[config.mk]
export PLATFORM = sky130hd
export DESIGN_NAME = pacomp_ram
export DESIGN_NICKNAME = d
export VERILOG_FILES = /design/src/rtl/pacomp_ram.sv
export SDC_FILE = /design/constraint.sdc
export NUM_CORES = 2
export LEC_CHECK = 0
export ABC_AREA = 1
export BUFFER_PORTS_ARGS = -buffer_cell sky130_fd_sc_hd__buf_2
export CAP_MARGIN = 0
export CORE_MARGIN = 4
export CORE_UTILIZATION = 55
export DETAILED_ROUTE_END_ITERATION = 16
export PLACE_DENSITY_LB_ADDON = 0.2
export SYNTH_ARGS = -nofsm -noshare
export SYNTH_HDL_FRONTEND = slang
export SYNTH_SLANG_ARGS = --single-unit
[constraint.sdc]
create_clock -name clk -period 2.8 [get_ports clk]
set_input_delay 0.28 -clock clk [delete_from_list [all_inputs] [get_ports clk]]
set_output_delay 0.28 -clock clk [all_outputs]
set_load 0.005 [all_outputs]
[src/rtl/pacomp_ram.sv]
// generic single-write, single-read ram with registered read data
module pacomp_ram #(
	parameter int WIDTH = 8,
	parameter int DEPTH = 256,
	localparam int ADDR_W = (DEPTH > 1) ? $clog2(DEPTH) : 1
) (
	input  logic              clk,
	input  logic              we,
	input  logic [ADDR_W-1:0] waddr,
	input  logic [WIDTH-1:0]  wdata,
	input  logic              re,
	input  logic [ADDR_W-1:0] raddr,
	output logic [WIDTH-1:0]  rdata
);

	logic [WIDTH-1:0] mem_q [DEPTH];

	// a read at the address being written returns the old word
	always_ff @(posedge clk) begin
		if (we) begin
			mem_q[waddr] <= wdata;
		end
		if (re) begin
			rdata <= mem_q[raddr];
		end
	end

endmodule

=== After elaboration in Yosys (flattened, before gate mapping) ===
Memory sizes are Yosys's and may differ from the RTL's. A register that Yosys moved wholly into a read port is not among the register bits.
Cells that the tools add are included.
Widths: inputs -> output; s select.

* $add $sub $neg: 0
* Multiply operators: 0
* Divide/modulo/power cells: 0
* $lt $le $gt $ge: 0
* Eq/ne operators: 0
* Shifts and indexed selects: 0
* Muxes and demuxes: 2
* Bitwise logic cells: 0
* Reductions and logical operators: 0

{| class="wikitable"
|+ Operators by type and width
! kind !! number
|-
| $mux 1 || 2
|}

* Flip-flop bits (word level): 0
* Latch bits: 0
* Memory bits (writable): 2048
* Memory bits (read-only): 0
* Input bits: 27
* Output and inout bits: 8
* Logic and storage cells: 3
* Memories kept: 1

{| class="wikitable"
|+ Memory list
! memory !! depth !! width !! read ports !! clocked after memory_dff !! wr ports !! RTL line !! source
|-
| mem_q || 256 || 8 || 1 || 1 || 1 || 16 || <nowiki>logic [WIDTH-1:0] mem_q [DEPTH];</nowiki>
|}

=== Logic depth before layout (Yosys ltp) ===
* Word-level depth: 2
* Gate-level depth with buffers: 15
* Depth with buffers taken out: 11

=== Worst setup path after synthesis ===
OpenSTA, ideal clock, no wires.

* Kind: input-to-reg
* Start: input we
* End: memory mem_q[162][0], enable pin
* Library setup time: 370 ps
* Arrival: 1401 ps
* Required time: 2430 ps
* Slack: 1029 ps
* Stages on the path: 4
* Buffers on the path: 2
* Cells stage by stage: clkbuf_1 -> nand3_1 -> clkbuf_1 -> nor2_1

* Cells in the longest elaborated chain, start to end: 2

{| class="wikitable"
|+ RTL lines
! element !! RTL line !! source
|-
| from (decl) || 8 || <nowiki>input logic we,</nowiki>
|-
| $mux 1 || 20 || <nowiki>if (we) begin</nowiki>
|-
| $mux 1 (implied by the code) || 21 || <nowiki>mem_q[waddr] <= wdata;</nowiki>
|-
| to (decl) || 16 ||
|}

Every way passes these cells.

==> flow_metrics.tcl <==
set metrics [dict create \
    slew_headroom_pct 30.3 \
    post_drt_wl_per_cell_um 25.0 \
    drive_above_1_share_pct 10.3 \
    final_nets 7253 \
    crit_path_end_kind "flip-flop" \
    crit_top_cell "nand3_1" \
    hold_path.class "in -> reg" \
    firstDrtPassIters 6 \
    p_leak_nw 33.5 \
    max_freq_ghz 0.465 \
    skew_ns 0.0537 \
    route.detailed.drc 0 \
    synth_nets 7030 \
    grt_pass1_vias 53600 \
    fillers 11400 \
    seq_area_sq_mm 0.0617 \
    drv_slew 0 \
    ys_seq_area_share_pct 74.0 \
    io_pins 35 \
    critPathBufInv 0 \
    use_met3_pct 5.51 \
    worstMarginPinSlew_ns 1.04 \
    htree_num_levels 4 \
    synth_top_area_share_pct 74.0 \
    ir_drop_uv 502 \
    grt-busiest-layer "met2" \
    use_met2_pct 45.6 \
    cp_max_fo 1 \
    grt_pass1_wl_um 347000 \
    root_buffer "clkbuf_16" \
    cts_num_sinks 2056 \
    clock_latency_ns 0.85 \
    drtIter0Drc 7692 \
    syn_inst 7003 \
    wirelength_um 235000 \
    critPathMaxStageDelay_ns 0.38 \
    antenna_found_initial 7 \
    via_per_inst 6.00 \
    syn_avg_cell_area_sq_um 11.9 \
    critical_path_class "reg -> reg" \
    synthDistinctLibCells 13 \
    crit_required_ns 3.39 \
    area_growth_pct 13.4 \
    clk_pin_slew_ns 0.06 \
    rows 142 \
    hold_ws_ns 0.176 \
    arrival_ns 2.74 \
    die_w_um 398 \
    cts_buffer_depth 3 \
    final.period_utilization_pct 76.8 \
    outcome "completed" \
    dp_hpwl_um 143000 \
    multi_input_area_sq_mm 0.0191 \
    initial_core_util_pct 55.5 \
    gp_congestion 0.908 \
    io_buffers 34 \
    cp_top_family "simple AND/OR/NAND/NOR gates" \
    rsz0062_at_grt "false" \
    final-hold-violation-count 0 \
    die_area_sq_mm 0.158 \
    die_y_um 398 \
    yosysTopAreaCell "edfxtp_1" \
    ys_ff_latch 2056 \
    cap_violations 0 \
    period_minus_slack_ns 2.15 \
    cts_buffers 199 \
    ctsResizeCount 0 \
    worstPathCellList "nand2_1 -> nand3_1 -> nand3_1 -> nand3_1 -> nand3_1 -> nand3_1 -> nand3_1 -> nand2_1 -> nand2_1 -> nand2_1" \
    cts_tree "built" \
    yosysWarnings 0 \
    drtAntennaViolNets 0 \
    start_kind "flip-flop" \
    core-area_sq_mm 0.150 \
    grt_use_met1_pct 41.8 \
    power_density_mw_per_mm2 670 \
    grt_overflow 0 \
    cpMaxStageDelayCell "edfxtp_1" \
    vias 56400 \
    syn-cell-area_sq_mm 0.0835 \
    total_power_w 0.0634 \
    grt.total_usage_pct 29.6 \
    setup_viol 0 \
    grt_max_degree 88 \
    synth_area_leaders "edfxtp_1 74%, nand3_1 12%, nand2_1 9.5%" \
]
## cells by family (layout without fill, tap and decap cells)
family        Yosys count  count (layout)  synth area share (%)
buf+inv               522             899                  3.12
other cells             0               5                     0
simple gates         4425            4425                  22.9
flops                2056            2056                  74.0
## cell usage after synthesis
cell type / n
nand2_1: 2123
edfxtp_1: 2056
nand3_1: 2019
nor2_1: 283
buf_2: 268
clkbuf_1: 112
buf_4: 46
buf_1: 40
inv_1: 36
buf_6: 16
inv_2: 2
buf_8: 1
inv_4: 1
## what timing repair did
action	CTS	global route
endpoints found under the setup margin	0	0
setup buffers	0	0
hold buffers	10	0
hold endpoints to repair	392	0
## state kept, by name, summed over array words and instances, names as in the netlist
signal / flops
mem_q: 2048
rdata: 8
## cell type report
type                    instances  area share (%)
clock buffers                 240            5.42
diodes                          5          0.0132
well taps                    2016            2.67
clock inverters               115           0.947
repair buffers                505            5.30
multi-input cells            4425            20.2
flip-flops and latches       2056            65.2
inverters                      39           0.190
## path summary, 6_finish.rpt
check / startpoint / end / slack [ns] / depth (start not counted)
min reg2reg: mem_q[170][1] / rdata[1] / 1.09 / 10
max: mem_q[15][1] / rdata[1] / 0.65 / 10
max reg2reg: mem_q[15][1] / rdata[1] / 0.65 / 10
min: we / mem_q[216][6] / 0.18 / 3
## through the flow
| step | utilization (%) | area [sq um] | setup TNS, ns | std cells | setup WS, ns |
|---|---|---|---|---|---|
| after global routing | 63.0 | 94600 | 0 | 9396 | 0.555 |
| after CTS | 63.0 | 94600 | 0 | 9396 | 0.669 |
| after detailed placement | 58.9 | 88500 | -0.0122 | 9031 | -0.0122 |
| after floorplan | - | 83500 | 0 | 7003 | 1.03 |
| final | 63.0 | 94600 | 0 | 9401 | 0.649 |
| after global placement | 58.9 | 88500 | -0.0155 | 9031 | -0.0155 |
## tightest hold or removal path: stages
cell	delay, ns
buf_2	0.20
nand2_1	0.15
nor2_1	0.17
## report_power, final
group | leakage, nW | internal [W] | switching, W
Sequential | 18.5 | 0.0339 | 0.0000484
Clock | 2.94 | 0.0139 | 0.0114
Combinational | 12.1 | 0.00113 | 0.00306
## cells in the final DEF, fill, tap and decap left out, drive strengths merged
cell         Yosys  layout
nand3         2019    2019
dlygate4sd3      0      10
clkinvlp         0       5
inv             39      52
clkinv           0      88
nor2           283     283
clkbuf         112     240
nand2         2123    2123
edfxtp        2056    2056
diode            0       5
buf            371     495
bufinv           0       9
## routing by layer
metal,up-vias,wire [um]
li1,25300,-
met1,27400,91900
met2,3141,109000
met3,492,23800
met4,4,10500
met5,-,28
Power figures use the tool's default switching activity.
